$ cat src/sv/rthsv_pkg.sv
// Shared constants for the RGB to HSV converter.
package rthsv_pkg;

  localparam int unsigned FS_W   = 8;  // full-scale register width
  localparam int unsigned SAT_W  = 8;  // saturation width
  localparam int unsigned HUE_W  = 9;  // hue width
  localparam int unsigned BRT_W  = 8;  // brightness width
  localparam int unsigned Q_BITS = 9;  // quotient bits produced by each divider
  localparam int unsigned OFF_W  = 3;  // sector offset width

  localparam logic [FS_W-1:0] SAT_FS_RESET = 8'd100;

  // Sector offsets, in units of (max - min).
  localparam logic [OFF_W-1:0] SEC_RED      = 3'd0;
  localparam logic [OFF_W-1:0] SEC_GREEN    = 3'd2;
  localparam logic [OFF_W-1:0] SEC_BLUE     = 3'd4;
  localparam logic [OFF_W-1:0] SEC_RED_WRAP = 3'd6;

endpackage

$ cat src/sv/rgb_to_hsv_converter_top.sv
// RGB to HSV converter top level: sort, offset, multiply, divider steps, output register.
//
//   channel  direction  ports                                        handshake
//   in       input      in_red, in_green, in_blue                    in_valid / in_stall
//   out      output     out_hue, out_saturation, out_brightness      out_valid / out_stall
//   cfg      input      cfg_wr_data (full scale)                     cfg_wr_en
//
// One pixel per clock sustained while out_stall stays low. An accepted request passes
// through three front stages, nine shared restoring-division steps (one
// quotient bit each for saturation and hue), and one output register.
// Synchronous active-low reset empties every stage; full scale resets to 100.
// Each stage holds its request under stall and still fills a bubble ahead of it.
module rgb_to_hsv_converter_top
  import rthsv_pkg::*;
#(
  parameter int unsigned CHANNEL_BITS = 8
) (
  input  logic                    clk,
  input  logic                    rst_n,
  input  logic                    in_valid,
  output logic                    in_stall,
  input  logic [CHANNEL_BITS-1:0] in_red,
  input  logic [CHANNEL_BITS-1:0] in_green,
  input  logic [CHANNEL_BITS-1:0] in_blue,
  output logic                    out_valid,
  input  logic                    out_stall,
  output logic [HUE_W-1:0]        out_hue,
  output logic [SAT_W-1:0]        out_saturation,
  output logic [BRT_W-1:0]        out_brightness,
  input  logic                    cfg_wr_en,
  input  logic [FS_W-1:0]         cfg_wr_data
);

  localparam int unsigned CB    = CHANNEL_BITS;
  localparam int unsigned N_W   = CB + OFF_W;   // sector numerator, up to 6*d
  localparam int unsigned SD_W  = CB + FS_W;    // d * full scale
  localparam int unsigned HD_W  = N_W + 6;      // 60 * numerator
  localparam int unsigned NSTEP = Q_BITS;

  logic [FS_W-1:0] sat_fs_r;

  always_ff @(posedge clk) begin
    if (!rst_n) begin
      sat_fs_r <= SAT_FS_RESET;
    end else if (cfg_wr_en) begin
      sat_fs_r <= cfg_wr_data;
    end
  end

  // ---------------- stage A: max, min, sector ----------------
  logic             a_valid_r, a_ready, a_load;
  logic [CB-1:0]    a_hi_nxt, a_lo_nxt, a_plus_nxt, a_minus_nxt;
  logic [OFF_W-1:0] a_off_nxt;
  logic [CB-1:0]    a_hi_r, a_lo_r, a_plus_r, a_minus_r;
  logic [OFF_W-1:0] a_off_r;
  logic             b_ready;

  assign a_ready  = !a_valid_r || b_ready;
  assign a_load   = in_valid && a_ready;
  assign in_stall = !a_ready;

  // ties: red over green, green over blue
  always_comb begin
    if (in_red >= in_green && in_red >= in_blue) begin
      a_hi_nxt    = in_red;
      a_plus_nxt  = in_green;
      a_minus_nxt = in_blue;
      a_off_nxt   = (in_green >= in_blue) ? SEC_RED : SEC_RED_WRAP;
    end else if (in_green >= in_blue) begin
      a_hi_nxt    = in_green;
      a_plus_nxt  = in_blue;
      a_minus_nxt = in_red;
      a_off_nxt   = SEC_GREEN;
    end else begin
      a_hi_nxt    = in_blue;
      a_plus_nxt  = in_red;
      a_minus_nxt = in_green;
      a_off_nxt   = SEC_BLUE;
    end
    if (in_red <= in_green && in_red <= in_blue) begin
      a_lo_nxt = in_red;
    end else if (in_green <= in_blue) begin
      a_lo_nxt = in_green;
    end else begin
      a_lo_nxt = in_blue;
    end
  end

  always_ff @(posedge clk) begin
    if (!rst_n) begin
      a_valid_r <= 1'b0;
    end else if (a_load) begin
      a_valid_r <= 1'b1;
    end else if (b_ready) begin
      a_valid_r <= 1'b0;
    end
  end

  always_ff @(posedge clk) begin
    if (a_load) begin
      a_hi_r    <= a_hi_nxt;
      a_lo_r    <= a_lo_nxt;
      a_plus_r  <= a_plus_nxt;
      a_minus_r <= a_minus_nxt;
      a_off_r   <= a_off_nxt;
    end
  end

  // ---------------- stage B: spread and sector numerator ----------------
  logic           b_valid_r, b_load, c_ready;
  logic [CB-1:0]  b_d_nxt;
  logic [N_W-1:0] b_d_ext, b_base, b_num_nxt;
  logic [CB-1:0]  b_hi_r, b_d_r;
  logic [N_W-1:0] b_num_r;

  assign b_ready = !b_valid_r || c_ready;
  assign b_load  = a_valid_r && b_ready;

  always_comb begin
    b_d_nxt = a_hi_r - a_lo_r;
    b_d_ext = N_W'(b_d_nxt);
    case (a_off_r)
      SEC_RED:      b_base = '0;
      SEC_GREEN:    b_base = b_d_ext << 1;
      SEC_BLUE:     b_base = b_d_ext << 2;
      SEC_RED_WRAP: b_base = (b_d_ext << 2) + (b_d_ext << 1);
      default:      b_base = '0;
    endcase
    // always lands in 0..6*d; wrap in between is harmless
    b_num_nxt = b_base + N_W'(a_plus_r) - N_W'(a_minus_r);
  end

  always_ff @(posedge clk) begin
    if (!rst_n) begin
      b_valid_r <= 1'b0;
    end else if (b_load) begin
      b_valid_r <= 1'b1;
    end else if (c_ready) begin
      b_valid_r <= 1'b0;
    end
  end

  always_ff @(posedge clk) begin
    if (b_load) begin
      b_hi_r  <= a_hi_r;
      b_d_r   <= b_d_nxt;
      b_num_r <= b_num_nxt;
    end
  end

  // ---------------- stage C: products, divider setup ----------------
  logic [CB-1:0]     st_sat_rem [0:NSTEP];
  logic [Q_BITS-1:0] st_sat_lq  [0:NSTEP];
  logic [CB-1:0]     st_hue_rem [0:NSTEP];
  logic [Q_BITS-1:0] st_hue_lq  [0:NSTEP];
  logic [CB-1:0]     st_hi      [0:NSTEP];
  logic [CB-1:0]     st_d       [0:NSTEP];
  logic              st_valid   [0:NSTEP];
  logic              st_ready   [0:NSTEP];

  logic              c_valid_r, c_load;
  logic [SD_W-1:0]   c_sat_div;
  logic [HD_W-1:0]   c_hue_num, c_hue_div;
  logic [CB-1:0]     c_sat_rem_r, c_hue_rem_r, c_hi_r, c_d_r;
  logic [Q_BITS-1:0] c_sat_lq_r, c_hue_lq_r;

  assign c_ready = !c_valid_r || st_ready[0];
  assign c_load  = b_valid_r && c_ready;

  always_comb begin
    c_sat_div = SD_W'(b_d_r) * SD_W'(sat_fs_r);
    c_hue_num = HD_W'(b_num_r);
    c_hue_div = (c_hue_num << 6) - (c_hue_num << 2);  // times 60
  end

  always_ff @(posedge clk) begin
    if (!rst_n) begin
      c_valid_r <= 1'b0;
    end else if (c_load) begin
      c_valid_r <= 1'b1;
    end else if (st_ready[0]) begin
      c_valid_r <= 1'b0;
    end
  end

  // both quotients stay below 2^Q_BITS, so the high dividend part is already
  // below its divisor and can seed the remainder
  always_ff @(posedge clk) begin
    if (c_load) begin
      c_sat_rem_r <= CB'(c_sat_div >> Q_BITS);
      c_sat_lq_r  <= c_sat_div[Q_BITS-1:0];
      c_hue_rem_r <= CB'(c_hue_div >> Q_BITS);
      c_hue_lq_r  <= c_hue_div[Q_BITS-1:0];
      c_hi_r      <= b_hi_r;
      c_d_r       <= b_d_r;
    end
  end

  assign st_valid[0]   = c_valid_r;
  assign st_sat_rem[0] = c_sat_rem_r;
  assign st_sat_lq[0]  = c_sat_lq_r;
  assign st_hue_rem[0] = c_hue_rem_r;
  assign st_hue_lq[0]  = c_hue_lq_r;
  assign st_hi[0]      = c_hi_r;
  assign st_d[0]       = c_d_r;

  // ---------------- divider steps ----------------
  for (genvar i = 0; i < NSTEP; i++) begin : g_step
    rthsv_div_step #(
      .CB (CB)
    ) u_step (
      .clk        (clk),
      .rst_n      (rst_n),
      .up_valid   (st_valid[i]),
      .up_ready   (st_ready[i]),
      .dn_valid   (st_valid[i+1]),
      .dn_ready   (st_ready[i+1]),
      .up_sat_rem (st_sat_rem[i]),
      .up_sat_lq  (st_sat_lq[i]),
      .up_hue_rem (st_hue_rem[i]),
      .up_hue_lq  (st_hue_lq[i]),
      .up_hi      (st_hi[i]),
      .up_d       (st_d[i]),
      .dn_sat_rem (st_sat_rem[i+1]),
      .dn_sat_lq  (st_sat_lq[i+1]),
      .dn_hue_rem (st_hue_rem[i+1]),
      .dn_hue_lq  (st_hue_lq[i+1]),
      .dn_hi      (st_hi[i+1]),
      .dn_d       (st_d[i+1])
    );
  end

  // ---------------- output register ----------------
  logic             o_valid_r, o_load;
  logic             zero_hi, zero_sat;
  logic [SAT_W-1:0] sat_q, sat_nxt, sat_r;
  logic [HUE_W-1:0] hue_nxt, hue_r;
  logic [BRT_W-1:0] brt_r;

  assign st_ready[NSTEP] = !o_valid_r || !out_stall;
  assign o_load          = st_valid[NSTEP] && st_ready[NSTEP];

  // black forces hue and saturation to zero; no saturation means no hue
  always_comb begin
    zero_hi  = (st_hi[NSTEP] == '0);
    sat_q    = st_sat_lq[NSTEP][SAT_W-1:0];
    sat_nxt  = zero_hi ? '0 : sat_q;
    zero_sat = zero_hi || (sat_q == '0) || (st_d[NSTEP] == '0);
    hue_nxt  = zero_sat ? '0 : st_hue_lq[NSTEP];
  end

  always_ff @(posedge clk) begin
    if (!rst_n) begin
      o_valid_r <= 1'b0;
    end else if (o_load) begin
      o_valid_r <= 1'b1;
    end else if (!out_stall) begin
      o_valid_r <= 1'b0;
    end
  end

  always_ff @(posedge clk) begin
    if (o_load) begin
      hue_r <= hue_nxt;
      sat_r <= sat_nxt;
      brt_r <= BRT_W'(st_hi[NSTEP]);
    end
  end

  assign out_valid      = o_valid_r;
  assign out_hue        = hue_r;
  assign out_saturation = sat_r;
  assign out_brightness = brt_r;

endmodule

$ cat src/sv/rthsv_div_step.sv
// One registered restoring-division step for both the saturation and the hue divider.
module rthsv_div_step
  import rthsv_pkg::*;
#(
  parameter int unsigned CB = 8
) (
  input  logic              clk,
  input  logic              rst_n,
  input  logic              up_valid,
  output logic              up_ready,
  output logic              dn_valid,
  input  logic              dn_ready,
  input  logic [CB-1:0]     up_sat_rem,
  input  logic [Q_BITS-1:0] up_sat_lq,
  input  logic [CB-1:0]     up_hue_rem,
  input  logic [Q_BITS-1:0] up_hue_lq,
  input  logic [CB-1:0]     up_hi,
  input  logic [CB-1:0]     up_d,
  output logic [CB-1:0]     dn_sat_rem,
  output logic [Q_BITS-1:0] dn_sat_lq,
  output logic [CB-1:0]     dn_hue_rem,
  output logic [Q_BITS-1:0] dn_hue_lq,
  output logic [CB-1:0]     dn_hi,
  output logic [CB-1:0]     dn_d
);

  logic              valid_r;
  logic              load;
  logic [CB:0]       sat_trial;
  logic [CB:0]       hue_trial;
  logic              sat_ge;
  logic              hue_ge;
  logic [CB-1:0]     sat_rem_nxt, sat_rem_r;
  logic [CB-1:0]     hue_rem_nxt, hue_rem_r;
  logic [Q_BITS-1:0] sat_lq_nxt, sat_lq_r;
  logic [Q_BITS-1:0] hue_lq_nxt, hue_lq_r;
  logic [CB-1:0]     hi_r, d_r;

  assign up_ready = !valid_r || dn_ready;
  assign load     = up_valid && up_ready;

  // lq holds the unconsumed dividend bits on top and the quotient bits below
  always_comb begin
    sat_trial   = {up_sat_rem, up_sat_lq[Q_BITS-1]};
    hue_trial   = {up_hue_rem, up_hue_lq[Q_BITS-1]};
    sat_ge      = sat_trial >= {1'b0, up_hi};
    hue_ge      = hue_trial >= {1'b0, up_d};
    sat_rem_nxt = sat_ge ? CB'(sat_trial - {1'b0, up_hi}) : CB'(sat_trial);
    hue_rem_nxt = hue_ge ? CB'(hue_trial - {1'b0, up_d}) : CB'(hue_trial);
    sat_lq_nxt  = {up_sat_lq[Q_BITS-2:0], sat_ge};
    hue_lq_nxt  = {up_hue_lq[Q_BITS-2:0], hue_ge};
  end

  always_ff @(posedge clk) begin
    if (!rst_n) begin
      valid_r <= 1'b0;
    end else if (load) begin
      valid_r <= 1'b1;
    end else if (dn_ready) begin
      valid_r <= 1'b0;
    end
  end

  always_ff @(posedge clk) begin
    if (load) begin
      sat_rem_r <= sat_rem_nxt;
      hue_rem_r <= hue_rem_nxt;
      sat_lq_r  <= sat_lq_nxt;
      hue_lq_r  <= hue_lq_nxt;
      hi_r      <= up_hi;
      d_r       <= up_d;
    end
  end

  assign dn_valid   = valid_r;
  assign dn_sat_rem = sat_rem_r;
  assign dn_sat_lq  = sat_lq_r;
  assign dn_hue_rem = hue_rem_r;
  assign dn_hue_lq  = hue_lq_r;
  assign dn_hi      = hi_r;
  assign dn_d       = d_r;

endmodule

$ cat config.mk
export PLATFORM = sky130hd
export DESIGN_NAME = rgb_to_hsv_converter_top
export DESIGN_NICKNAME = d
export VERILOG_FILES = /design/src/sv/rthsv_pkg.sv /design/src/sv/rgb_to_hsv_converter_top.sv /design/src/sv/rthsv_div_step.sv
export SDC_FILE = /design/constraint.sdc
export NUM_CORES = 1
export LEC_CHECK = 0
export BUFFER_PORTS_ARGS = -buffer_cell sky130_fd_sc_hd__clkbuf_2
export CORE_MARGIN = 3
export CORE_UTILIZATION = 50
export DETAILED_ROUTE_END_ITERATION = 8
export HOLD_SLACK_MARGIN = 0.03
export PLACE_DENSITY = 0.66
export SLEW_MARGIN = 20
export SYNTH_ARGS = -nofsm -noshare
export SYNTH_HDL_FRONTEND = slang
export SYNTH_SLANG_ARGS = --single-unit
export TNS_END_PERCENT = 1
$ cat constraint.sdc
create_clock -name clk -period 7.1 [get_ports clk]
set_input_delay 0.71 -clock clk [delete_from_list [all_inputs] [get_ports clk]]
set_output_delay 0.71 -clock clk [all_outputs]
set_load 0.01 [all_outputs]
# Word-level counts from Yosys, hierarchy flattened
# Index checks and enable logic that the tools add are counted.
[op_classes]
bitwise_logic = 0
eq_ne = 4
n_shift = 0
div = 0
n_lt_le_gt_ge = 24
mux = 54
n_reduce_logical = 60
multipliers = 1
n_addsub = 21
[ops]
columns = ["cell", "n"]
rows = [
  ["$mux 8", 24],
  ["$ge 9x8->1", 17],
  ["$sub 8x8->8", 17],
  ["$pmux 11 s3", 1],
  ["$ge 8x8->1", 4],
  ["$mux 1", 26],
  ["$le 8x8->1", 3],
  ["$logic_not 8->1", 3],
  ["$reduce_bool 2->1", 12],
  ["$sub 17x13->17", 1],
  ["$mul 8x8->16", 1],
  ["$logic_and 1x1->1", 15],
  ["$logic_not 1->1", 15],
  ["$logic_or 1x1->1", 15],
  ["$add 10x9->11", 1],
  ["$add 11x8->11", 1],
  ["$sub 11x8->11", 1],
  ["$mux 3", 3],
  ["$eq 3x3->1 const B", 2],
  ["$eq 3x2->1 const B", 1],
  ["$ne 2x1->1 const B", 1],
]
[word_totals]
out_inout_bits = 27
mem_count = 0
mem_bits_rw = 0
rom_bits = 0
register_bits = 590
latch_bits = 0

# Logic depth before layout (Yosys ltp)
# Gate-level depths: netlist of run 1.
[depth]
depth_word = 16
ltp_mapped = 26
mapped_depth_nobuf = 26

# Hierarchy
# Synthesis of run 1 repeated with hierarchy kept, for this count alone.
[unflattened]
hier_cells = 2601
area_unflattened_um2 = 32723.9
[by_module_without_submodules]
columns = ["module", "instances", "seq_area_each_um2", "area_per_inst_um2", "cells_per_inst"]
rows = [
  ["rthsv_div_step at g_step[1].u_step ...", 7, 1521.5, 2538.7, 185],
  ["rgb_to_hsv_converter_top", 1, 4234.1, 9862.0, 928],
  ["rthsv_div_step at g_step[6].u_step", 1, 1521.5, 2552.4, 186],
  ["rthsv_div_step at g_step[0].u_step", 1, 1521.5, 2538.7, 192],
]

# Worst setup path before layout of run 1
# OpenSTA, ideal clock, no wires.
[synth_path]
path_type = "in2reg"
from = "input port out_stall"
to = "register c_d_r[0] (enable)"
stages = 7
slack_ns = 1.433
setup_time_ns = 0.524
arrival_ns = 5.143
path_cell_list = "nand3_1 -> nor2_1 -> and3_1 -> and2_1 -> and3_1 -> and3_1 -> a21boi_0"
[synth_via]
elab_chain_len = 13
[synth_rtl]
columns = ["item", "line_no", "source"]
rows = [
  ["from (decl)", "rgb_to_hsv_converter_top.sv:26", "input logic out_stall,"],
  ["$logic_not 1->1", "-", ""],
  ["$logic_or 1x1->1", "rgb_to_hsv_converter_top.sv:240", "assign st_ready[NSTEP] = !o_valid_r || !out_stall;"],
  ["$logic_or 1x1->1 (9 in series)", "rthsv_div_step.sv:39", "assign up_ready = !valid_r || dn_ready;"],
  ["$logic_or 1x1->1", "rgb_to_hsv_converter_top.sv:167", "assign c_ready = !c_valid_r || st_ready[0];"],
  ["$logic_and 1x1->1", "rgb_to_hsv_converter_top.sv:168", "assign c_load = b_valid_r && c_ready;"],
  ["named net c_load", "rgb_to_hsv_converter_top.sv:161", "logic c_valid_r, c_load;"],
  ["to (signal assigned)", "rgb_to_hsv_converter_top.sv:195", "c_d_r <= b_d_r;"],
  ["to (decl)", "rgb_to_hsv_converter_top.sv:164", "logic [CB-1:0] c_sat_rem_r, c_hue_rem_r, c_hi_r, c_d_r;"],
]
# The timed path passes the listed nets, and every way through them passes these cells.
# A chain may end at the register's enable or synchronous reset.

# Worst setup path after layout of run 1
[layout_path]
from = "register a_hi_r[0]"
to = "register b_num_r[10] (data pin)"
[layout_via]
elab_chain_len = 5
[layout_rtl]
columns = ["item", "line_no", "source"]
rows = [
  ["from (decl)", "rgb_to_hsv_converter_top.sv:54", "logic [CB-1:0] a_hi_r, a_lo_r, a_plus_r, a_minus_r;"],
  ["from (signal assigned)", "rgb_to_hsv_converter_top.sv:101", "a_hi_r <= a_hi_nxt;"],
  ["$sub 8x8->8 (*)", "rgb_to_hsv_converter_top.sv:120", "b_d_nxt = a_hi_r - a_lo_r;"],
  ["named net b_d_nxt[2]", "rgb_to_hsv_converter_top.sv:111", "logic [CB-1:0] b_d_nxt;"],
  ["$add 10x9->11", "rgb_to_hsv_converter_top.sv:126", "SEC_RED_WRAP: b_base = (b_d_ext << 2) + (b_d_ext << 1);"],
  ["$pmux 11 s3 (*)", "rgb_to_hsv_converter_top.sv:122", "case (a_off_r)"],
  ["$add 11x8->11 (*)", "rgb_to_hsv_converter_top.sv:130", "b_num_nxt = b_base + N_W'(a_plus_r) - N_W'(a_minus_r);"],
  ["$sub 11x8->11 (*)", "rgb_to_hsv_converter_top.sv:130", ""],
  ["named net b_num_nxt[10]", "rgb_to_hsv_converter_top.sv:112", "logic [N_W-1:0] b_d_ext, b_base, b_num_nxt;"],
  ["to (signal assigned)", "rgb_to_hsv_converter_top.sv:147", "b_num_r <= b_num_nxt;"],
  ["to (decl)", "rgb_to_hsv_converter_top.sv:114", "logic [N_W-1:0] b_num_r;"],
]
# The timed path passes the listed nets; every way through them passes the cells marked *.

==> qor.yml, run 1 <==
die:
  num_rows: 87
  die_w_um: 247.7
  core_area_um2: 57150
  die_y_um: 247.7
  dieArea_um2: 61380
  io_pins: 64
  initial_core_util_pct: 51.13
placement:
  placedInstanceArea_um2: 30580
  dp_hpwl_um: 35640
  place_congestion: 0.8664
  dpl_worst_slack_ps: 1574
  dp.cells: 3164
  io_buffers: 63
final_layout:
  fillCellCount: 4606
  fin_area_um2: 32700
  diodes: 0
  area_delta_synth_final_pct: 11.91
  num-nets-final: 2804
  finalNonFillerCells: 3273
  drive_above_1_share_pct: 9.853
  post-route-util_pct: 57.22
synth:
  syn_nets: 2700
  async_flop_share_pct: 0
  ys_ff_latch: 564
  yosys.area_share.xor_xnor_pct: 3.781
  synthAdderAreaFrac_pct: 14.40
  synthesis.area_um2: 29220
  yosys.area_share.simple_pct: 8.894
  synth_top_family_by_area: "adder cells"
  seq_area_frac_synth_pct: 57.24
  synth_cell_types: 53
  synth_compound_area_share_pct: 8.876
  synth_cells: 2364
  synthDominantCellAreaShare_pct: 55.80
  yosysWarnings: 0
  synth_ff_type: "edfxtp_1"
  synth_edf_count: 543
  muxShareOfSynthArea_pct: 2.359
  syn_area_per_cell_um2: 12.36
  synthTopCellsByArea: "edfxtp_1, ha_1, fa_1"
  yosysTopAreaCell: "edfxtp_1"
  synth.most_common_cell: "edfxtp_1"
  yosys-top-cells-count: "edfxtp_1, inv_1, ha_1, nor2_1, a21oi_1"
drt:
  routed_wirelength_um: 47550
  vias_per_cell: 5.161
  drt_iter0_drc: 704
  wl_per_cell_um: 14.53
  dr.pass1.iters: 5
  antenna_left: 0
  vias: 16890
  drc: 0
power_and_ir_drop:
  p_total_mw: 9.325
  ir_drop_mv: 0.1858
  p_leak_nw: 13.23
  powerDensity_nw_per_um2: 285.2
worst_setup_path:
  endpoint_kind: "flip-flop"
  r2r_cells: 23
  arrival_ps: 5980
  crit_type: "flip-flop to flip-flop"
  crit_required_ps: 7470
  startpoint_type: "flip-flop"
  crit_fanout: 6
clock_tree:
  numClockSinks: 564
  cts_tree: "built"
  cts_hold_buffers: 0
  cts_resized: 0
  post_cts_buffers: 0
  cts_buffer_depth: 3
  cts_root_buffer: "clkbuf_16"
  cts_buffers: 58
  cts.clk_slew.worst_paths_ps: 60
  htree_levels: 2
  clk_latency_ps: 620
sta:
  worstMarginPinSlew_ps: 1077
  setup_ws_ps: 1484
  fin_tns_setup_ps: 0
  final_hold_viol_count: 0
  period_share_pct: 79.11
  finalCriticalPeriod_ps: 5616
  max_slew_margin_pct: 27.92
  whs_ps: 336.6
  fmax_mhz: 178.0
  rsz0062_at_grt: "false"
  slew_violations: 0
  skew_ps: 28.66
  setup_viol: 0
worst_hold_path:
  min_path_type: "primary input to flip-flop"
  holdPathStages: 3
global_route:
  grtUsageMet1_pct: 18.04
  grt_pass1_vias: 17320
  grt_pass1_wl_um: 80380
  grt-ovfl-total: 0
  busiest_layer: "met2"
  track_usage_pct: 15.92
  grt_max_degree: 50
  antenna_found_initial: 0
  use_met3_pct: 2.647
  met2_usage_pct: 30.09
outcome:
  outcome: "completed"
job:
  maxCapViolCount: 0
## logic make-up after synthesis
group / count (synthesis)
xor gates and xnor gates: 124
and+or+nand+nor: 527
buffers and inverters: 345
DFF: 564
adders and majority gates: 299
muxes: 66
AOI/OAI and AO/OA: 439
## area by class of cell
cell class                      count  area, um^2  area share [%]
Timing Repair Buffer               78       447.9           1.370
Tap cell                          756       945.9           2.893
Clock buffer                       75        1617           4.944
Clock inverter                     34       430.4           1.316
Inverter                          311        1167           3.570
Sequential cell                   564       16730           51.15
Multi-Input combinational cell   1455       11370           34.76
## routing by layer
metal	part of all wire (%)	vias up
met2	53	253
met1	40	8019
met5	0	-
li1	-	8529
met4	2.9	0
met3	3.6	92
## path summary, 6_finish.rpt
kind	from	end	slack (ps)
hold / removal	cfg_wr_data[6]	sat_fs_r[6]$_SDFFE_PN1P_	340
hold reg to reg	g_step[2].u_step.dn_hue_lq[1]$_DFFE_PP_	g_step[3].u_step.dn_hue_lq[2]$_DFFE_PP_	400
setup / recovery	a_hi_r[0]$_DFFE_PP_	b_num_r[10]$_DFFE_PP_	1480
setup reg to reg	a_hi_r[0]$_DFFE_PP_	b_num_r[10]$_DFFE_PP_	1480
## state kept, by name, indices dropped and copies added (netlist names), 9 cells and up
signal                    cells
g_step.u_step.dn_d           72
g_step.u_step.dn_hi          72
g_step.u_step.dn_sat_lq      72
g_step.u_step.dn_hue_lq      66
g_step.u_step.dn_hue_rem     64
g_step.u_step.dn_sat_rem     64
b_num_r                      11
c_sat_lq_r                    9
g_step.u_step.dn_valid        9
out_hue                       9
## worst max-delay path, stage by stage, from the launching register on
cell and delay [ps]:
edfxtp_1 380, inv_1 70, ha_1 160, inv_1 50
fa_1 400, xor2_1 490, ha_1 330, a21o_1 180
a21oi_1 310, xnor2_1 170, nand2_1 60, o21ai_0 90
a22oi_1 110, fa_1 510, inv_1 40, ha_1 320
o21ai_0 90, nor2_1 80, o41ai_1 480, o21ai_1 270
mux2i_1 170, a41o_1 220, nor4_2 290, xor2_1 100
## layout by cell type, fill, tap and decap left out, drive strengths merged, types with 3 or more instances in the layout
cell,instances
edfxtp,543
inv,313
ha,237
nor2,182
a21oi,173
clkbuf,138
o21ai,117
xnor2,95
nand2,93
fa,62
and2,62
nor2b,58
mux2i,43
a21o,42
nand2b,41
nand4,39
a21boi,37
xor2,29
mux2,23
dfxtp,21
clkinv,19
o22ai,18
or2,16
buf,15
a2bb2oi,15
o21a,13
and3,9
nor3,9
bufinv,8
nor4,8
nand3,7
a22oi,5
clkinvlp,5
a211oi,5
o41ai,3
## report_power, final
group / internal, mW / leakage [nW] / total, mW / switching (mW)
sequential: 3.88 / 5.10 / 3.99 / 0.116
combinational: 0.978 / 7.14 / 2.16 / 1.18
clock: 1.91 / 0.991 / 3.18 / 1.27
total: 6.76 / 13.2 / 9.32 / 2.56
(Power assumes the default switching activity.)
==> run 2, diff against run 1 <==
PLACE_DENSITY = 0.68   (was 0.66)
clock period = 5.1 ns   (was 7.1 ns; I/O delays follow)
==> qor.yml, run 2 (synthesis gave the netlist of run 1 again) <==
drt:
  routed_wirelength_um: 48880  # +2.8%
  vias_per_cell: 5.208  # +0.91%
  vias: 17210  # +1.9%
  drc: 0  # unchanged
  drt_iter0_drc: 722  # +2.6%
  wl_per_cell_um: 14.79  # +1.8%
  dr.pass1.iters: 8  # +3
  antenna_left: 0  # unchanged
die:
  num_rows: 87  # unchanged
  initial_core_util_pct: 51.13  # unchanged
  core_area_um2: 57150  # unchanged
  dieArea_um2: 61380  # unchanged
  io_pins: 64  # unchanged
  die_w_um: 247.7  # unchanged
  die_y_um: 247.7  # unchanged
placement:
  dp_hpwl_um: 36310  # +1.9%
  io_buffers: 63  # unchanged
  placedInstanceArea_um2: 30740  # +0.52%
  place_congestion: 0.8629  # -0.40%
  dp.cells: 3188  # +0.76%
final_layout:
  multiInputGateArea_um2: 11520  # +1.3%
  fillCellCount: 4476  # -2.8%
  regArea_um2: 16730  # unchanged
  finalNonFillerCells: 3305  # +0.98%
  post-route-util_pct: 58.26  # +1.0 points
  layout_commonest_cell: "edfxtp_1"
  num-nets-final: 2835  # +1.1%
  area_delta_synth_final_pct: 13.94
  final_cell_mix: "edfxtp_1, inv_1, ha_1"
  fin_area_um2: 33290  # +1.8%
  drive_above_1_share_pct: 11.85  # +2.0 points
  diodes: 0  # unchanged
clock_tree:
  cts_tree: "built"
  numClockSinks: 564  # unchanged
  cts.clk_slew.worst_paths_ps: 60  # about the same
  clk_latency_ps: 630  # about the same
  htree_levels: 2  # unchanged
  cts_buffers: 58  # unchanged
  cts_root_buffer: "clkbuf_16"
  cts_buffer_depth: 3  # unchanged
  cts_hold_buffers: 0  # unchanged
power_and_ir_drop:
  p_clk_share_pct: 34.8  # +0.7 points
  cellInternalPower_mw: 10.15  # +50%
  p_total_mw: 13.89  # +49%
  powerDensity_nw_per_um2: 417.2  # +46%
  pwr-share-comb_pct: 25.2  # +2.1 points
  ir_drop_mv: 0.3438  # +85%
  seq_power_share_pct: 40.0  # -2.8 points
  swShare_pct: 26.94  # -0.57 points
  p_leak_nw: 13.52  # +2.2%
  p_switching_mw: 3.742  # +46%
worst_setup_path:
  crit_fanout: 3  # -3
  reg2reg_from: "a_hi_r[0]$_DFFE_PP_"
  critPathLaunch: "a_hi_r[0]$_DFFE_PP_"
  arrival_ps: 5340  # -640 ps
  endpoint_kind: "flip-flop"
  startpoint_type: "flip-flop"
  crit_required_ps: 5450  # -2020 ps
  crit_type: "flip-flop to flip-flop"
global_route:
  grt-ovfl-total: 0  # unchanged
  grt_pass1_wl_um: 82190  # +2.3%
  grt_max_degree: 50  # unchanged
  grt_pass1_vias: 17790  # +2.7%
  track_usage_pct: 16.35  # +0.42 points
  antenna_found_initial: 0  # unchanged
sta:
  worstMarginPinSlew_ps: 1092  # +14.70 ps
  slew_violations: 0  # unchanged
  finalCriticalPeriod_ps: 4988  # -628.3 ps
  max_slew_margin_pct: 26.94  # -0.98 points
  whs_ps: 124.6  # -212.0 ps
  rsz0062_at_grt: "true"
  skew_ps: 23.27  # -5.391 ps
  period_share_pct: 97.81  # +19 points
  setup_viol: 0  # unchanged
  final_hold_viol_count: 0  # unchanged
  fmax_mhz: 200.5  # +13%
job:
  maxCapViolCount: 0  # unchanged
worst_hold_path:
  min_path_type: "primary input to flip-flop"
  min-delay-start: "cfg_wr_data[6]"
outcome:
  outcome: "completed"
==> run 2: cell count changes in the layout (fill, tap and decap cells not counted), sizes merged <==
cell	change
clkinvlp	-3
inv	-1
bufinv	+10
clkbuf	-2
buf	+31
clkinv	-3
==> run 2: power groups by stage <==
stage	registers, mW	logic [mW]	clock network (mW)
final	5.55	3.50	4.84
after global routing	5.56	3.96	5.17
after CTS	5.56	3.28	4.98
after detailed placement	5.65	3.17	0
after global placement	5.65	3.11	0
after floorplan	5.56	2.41	0
==> run 2: per-stage QoR <==
stage,TNS [ps],setup slack [ps]
2_1_floorplan,0,54.31
3_3_place_gp,-92.20,-92.20
3_5_place_dp,-152.7,-152.7
4_1_cts,0,59.89
5_1_grt,-130.6,-130.6
6_report,0,111.8
==> run 2: area by class of cell <==
type | instances | area share (%)
Timing Repair Buffer | 109 | 2.067
Multi-Input combinational cell | 1455 | 34.59
Tap cell | 756 | 2.841
Clock inverter | 37 | 2.071
Clock buffer | 73 | 4.683
Sequential cell | 564 | 50.24
Inverter | 311 | 3.506
==> run 2: path summary, 6_finish.rpt <==
path	depth (start not counted)	end	slack, ps
worst min register to register	0	g_step[2].u_step.dn_sat_lq[6]$_DFFE_PP_	410
worst min-delay path	3	sat_fs_r[6]$_SDFFE_PN1P_	120
worst max register to register	25	b_num_r[10]$_DFFE_PP_	110
worst max-delay path	25	b_num_r[10]$_DFFE_PP_	110
==> run 2: worst max-delay path, stage by stage (launching register included) <==
cell	delay, ps
edfxtp_1	380
inv_1	70
ha_2	170
inv_2	40
fa_2	360
a21o_1	220
a21oi_4	230
buf_6	120
o21ai_1	60
a21oi_2	170
xnor2_2	150
ha_1	300
xnor2_2	150
nor2_1	120
o22ai_2	100
fa_1	570
inv_2	50
ha_4	270
nor2_1	50
nor2_2	160
o41ai_4	120
o21ai_4	190
mux2i_1	100
a41o_1	210
nor4_2	250
xor2_1	110
==> run 2: timing repair <==
item                       CTS  global route
setup endpoints to repair    1             3
gates resized for setup      7            34
gates cloned                 0             0
pin swaps                    2            25
setup buffers                1             6
==> run 2: layer usage <==
layer  part of all wire, %  vias up  global-route usage [%]
met2                    52      297                   30.17
met4                   3.4        0                   6.351
met1                    41     8197                   18.74
li1                      -     8599                       -
met5                     0        -                       0
met3                   4.0      120                   3.036
==> run 3, diff against run 2 <==
SETUP_SLACK_MARGIN = 0.4   (was not set)
SKIP_CTS_REPAIR_TIMING = 1   (was not set)
==> qor.yml, run 3 (synthesis gave the netlist of run 1 again) <==
clock_tree:
  cts_buffer_depth: 3  # unchanged
  cts_buffers: 58  # unchanged
  cts.clk_slew.worst_paths_ps: 60  # about the same
  cts_tree: "built"
  htree_levels: 2  # unchanged
  cts_root_buffer: "clkbuf_16"
  clk_latency_ps: 630  # about the same
  numClockSinks: 564  # unchanged
worst_setup_path:
  cpPeakStageDelay_ps: 560  # about the same
  crit_type: "flip-flop to flip-flop"
  arrival_ps: 5280  # -60 ps
  crit_fanout: 5  # +2
  cp_slowest_cell: "fa_1"
  crit_required_ps: 5450  # about the same
  cpLargestDelayFamily: "adder cells"
  critical_path_buf_inv_count: 4  # unchanged
  startpoint_type: "flip-flop"
  endpoint_kind: "flip-flop"
drt:
  drc: 0  # unchanged
  drt_iter0_drc: 740  # +2.5%
  vias: 17190  # -0.15%
  routed_wirelength_um: 49080  # +0.42%
  vias_per_cell: 5.190  # -0.36%
  wl_per_cell_um: 14.82  # +0.21%
  dr.pass1.iters: 5  # -3
  antenna_left: 0  # unchanged
die:
  die_y_um: 247.7  # unchanged
  num_rows: 87  # unchanged
  core_area_um2: 57150  # unchanged
  initial_core_util_pct: 51.13  # unchanged
  dieArea_um2: 61380  # unchanged
  die_w_um: 247.7  # unchanged
  io_pins: 64  # unchanged
sta:
  max_slew_margin_pct: 26.73  # -0.21 points
  rsz0062_at_grt: "true"
  setup_viol: 0  # unchanged
  whs_ps: 124.6  # -0.007000 ps
  final_hold_viol_count: 0  # unchanged
  fmax_mhz: 203.1  # +1.3%
  worstMarginPinSlew_ps: 1095  # +3.097 ps
  skew_ps: 23.12  # -0.1547 ps
  finalCriticalPeriod_ps: 4924  # -64.21 ps
  period_share_pct: 96.55  # -1.3 points
  slew_violations: 0  # unchanged
outcome:
  outcome: "completed"
global_route:
  grt_max_degree: 50  # unchanged
  antenna_found_initial: 0  # unchanged
  track_usage_pct: 16.31  # -0.034 points
  grt-ovfl-total: 0  # unchanged
  grt_pass1_vias: 17740  # -0.29%
  grt_pass1_wl_um: 82010  # -0.23%
worst_hold_path:
  min_path_type: "primary input to flip-flop"
power_and_ir_drop:
  p_leak_nw: 13.56  # +0.29%
  powerDensity_nw_per_um2: 422.4  # +1.2%
  p_total_mw: 14.12  # +1.6%
  ir_drop_mv: 0.3366  # -2.1%
job:
  maxCapViolCount: 0  # unchanged
placement:
  io_buffers: 63  # unchanged
  dp_hpwl_um: 36310  # unchanged
  place_congestion: 0.8629  # unchanged
  placedInstanceArea_um2: 30740  # unchanged
final_layout:
  fin_area_um2: 33420  # +0.39%
  fillCellCount: 4451  # -0.56%
  final_cell_mix: "edfxtp_1, inv_1, ha_1"
  num-nets-final: 2841  # +0.21%
  area_delta_synth_final_pct: 14.38
  layout_commonest_cell: "edfxtp_1"
  post-route-util_pct: 58.48  # +0.23 points
  multiInputGateArea_um2: 11600  # +0.71%
  drive_above_1_share_pct: 12.41  # +0.56 points
  regArea_um2: 16730  # unchanged
[run 3: cell count changes in the layout (fill, tap and decap cells not counted), moves of 2 or more]
cell | before | now
a21oi_2 | 5 | 3
a21oi_4 | 1 | 3
buf_4 | 43 | 49
ha_1 | 231 | 229
ha_4 | 4 | 7
nor2_1 | 181 | 179
nor2_4 | 0 | 2
o21ai_1 | 3 | 1
o21ai_2 | 1 | 5
[run 3: layout make-up]
type	count	share of cell area, %
tap	756	2.830
antenna	1	0.007487
timing repair buffer	115	2.194
clock inverter	37	2.063
multi-input combinational	1455	34.70
sequential	564	50.04
clock buffer	73	4.665
inverter	311	3.493
[run 3: worst register-to-register path, stage by stage (launching register included)]
cell	delay, ps
edfxtp_1	380
inv_1	70
ha_2	170
inv_2	40
fa_2	380
a21o_1	220
a21oi_4	220
xnor2_4	110
buf_6	130
or3_4	380
a21o_1	170
nand2_2	80
xnor2_2	70
nor2_1	120
o22ai_2	100
fa_1	560
inv_2	50
ha_4	280
nor2_4	50
nor2_4	110
o41ai_4	90
o21ai_2	190
mux2i_1	110
a41o_1	240
nor4_4	230
xor2_1	100
[run 3: metal layers]
layer	GRT usage (%)	up-vias	share of wire, %
met5	0	-	0
met4	6.299	0	3.5
met3	3.036	117	3.7
met2	30.09	274	52
met1	18.73	8178	41
li1	-	8619	-
[run 3: power breakdown]
| part | internal, mW | total (mW) | leakage [nW] | switching, mW |
|---|---|---|---|---|
| Sequential | 5.40 | 5.55 | 5.10 | 0.154 |
| Combinational | 1.80 | 3.72 | 7.37 | 1.92 |
| Clock | 3.09 | 4.84 | 1.09 | 1.76 |
| Total | 10.3 | 14.1 | 13.6 | 3.83 |
[run 3: worst paths after layout]
| path | from | depth (start not counted) | slack, ps | endpoint |
|---|---|---|---|---|
| max | a_hi_r[0]$_DFFE_PP_ | 25 | 180 | b_num_r[10]$_DFFE_PP_ |
| min | cfg_wr_data[5] | 3 | 120 | sat_fs_r[5]$_SDFFE_PN1P_ |
| max reg2reg | a_hi_r[0]$_DFFE_PP_ | 25 | 180 | b_num_r[10]$_DFFE_PP_ |
| min reg2reg | g_step[1].u_step.dn_sat_lq[5]$_DFFE_PP_ | 0 | 410 | g_step[2].u_step.dn_sat_lq[6]$_DFFE_PP_ |
[run 3: stage by stage]
step                      std cells  setup TNS, ps  worst slack (ps)
after floorplan                2364              0             54.31
after global placement         3188         -92.20            -92.20
after detailed placement       3188         -152.7            -152.7
after CTS                      3298         -225.8            -225.8
after global routing           3311         -44.30            -44.30
final                          3312              0             176.0
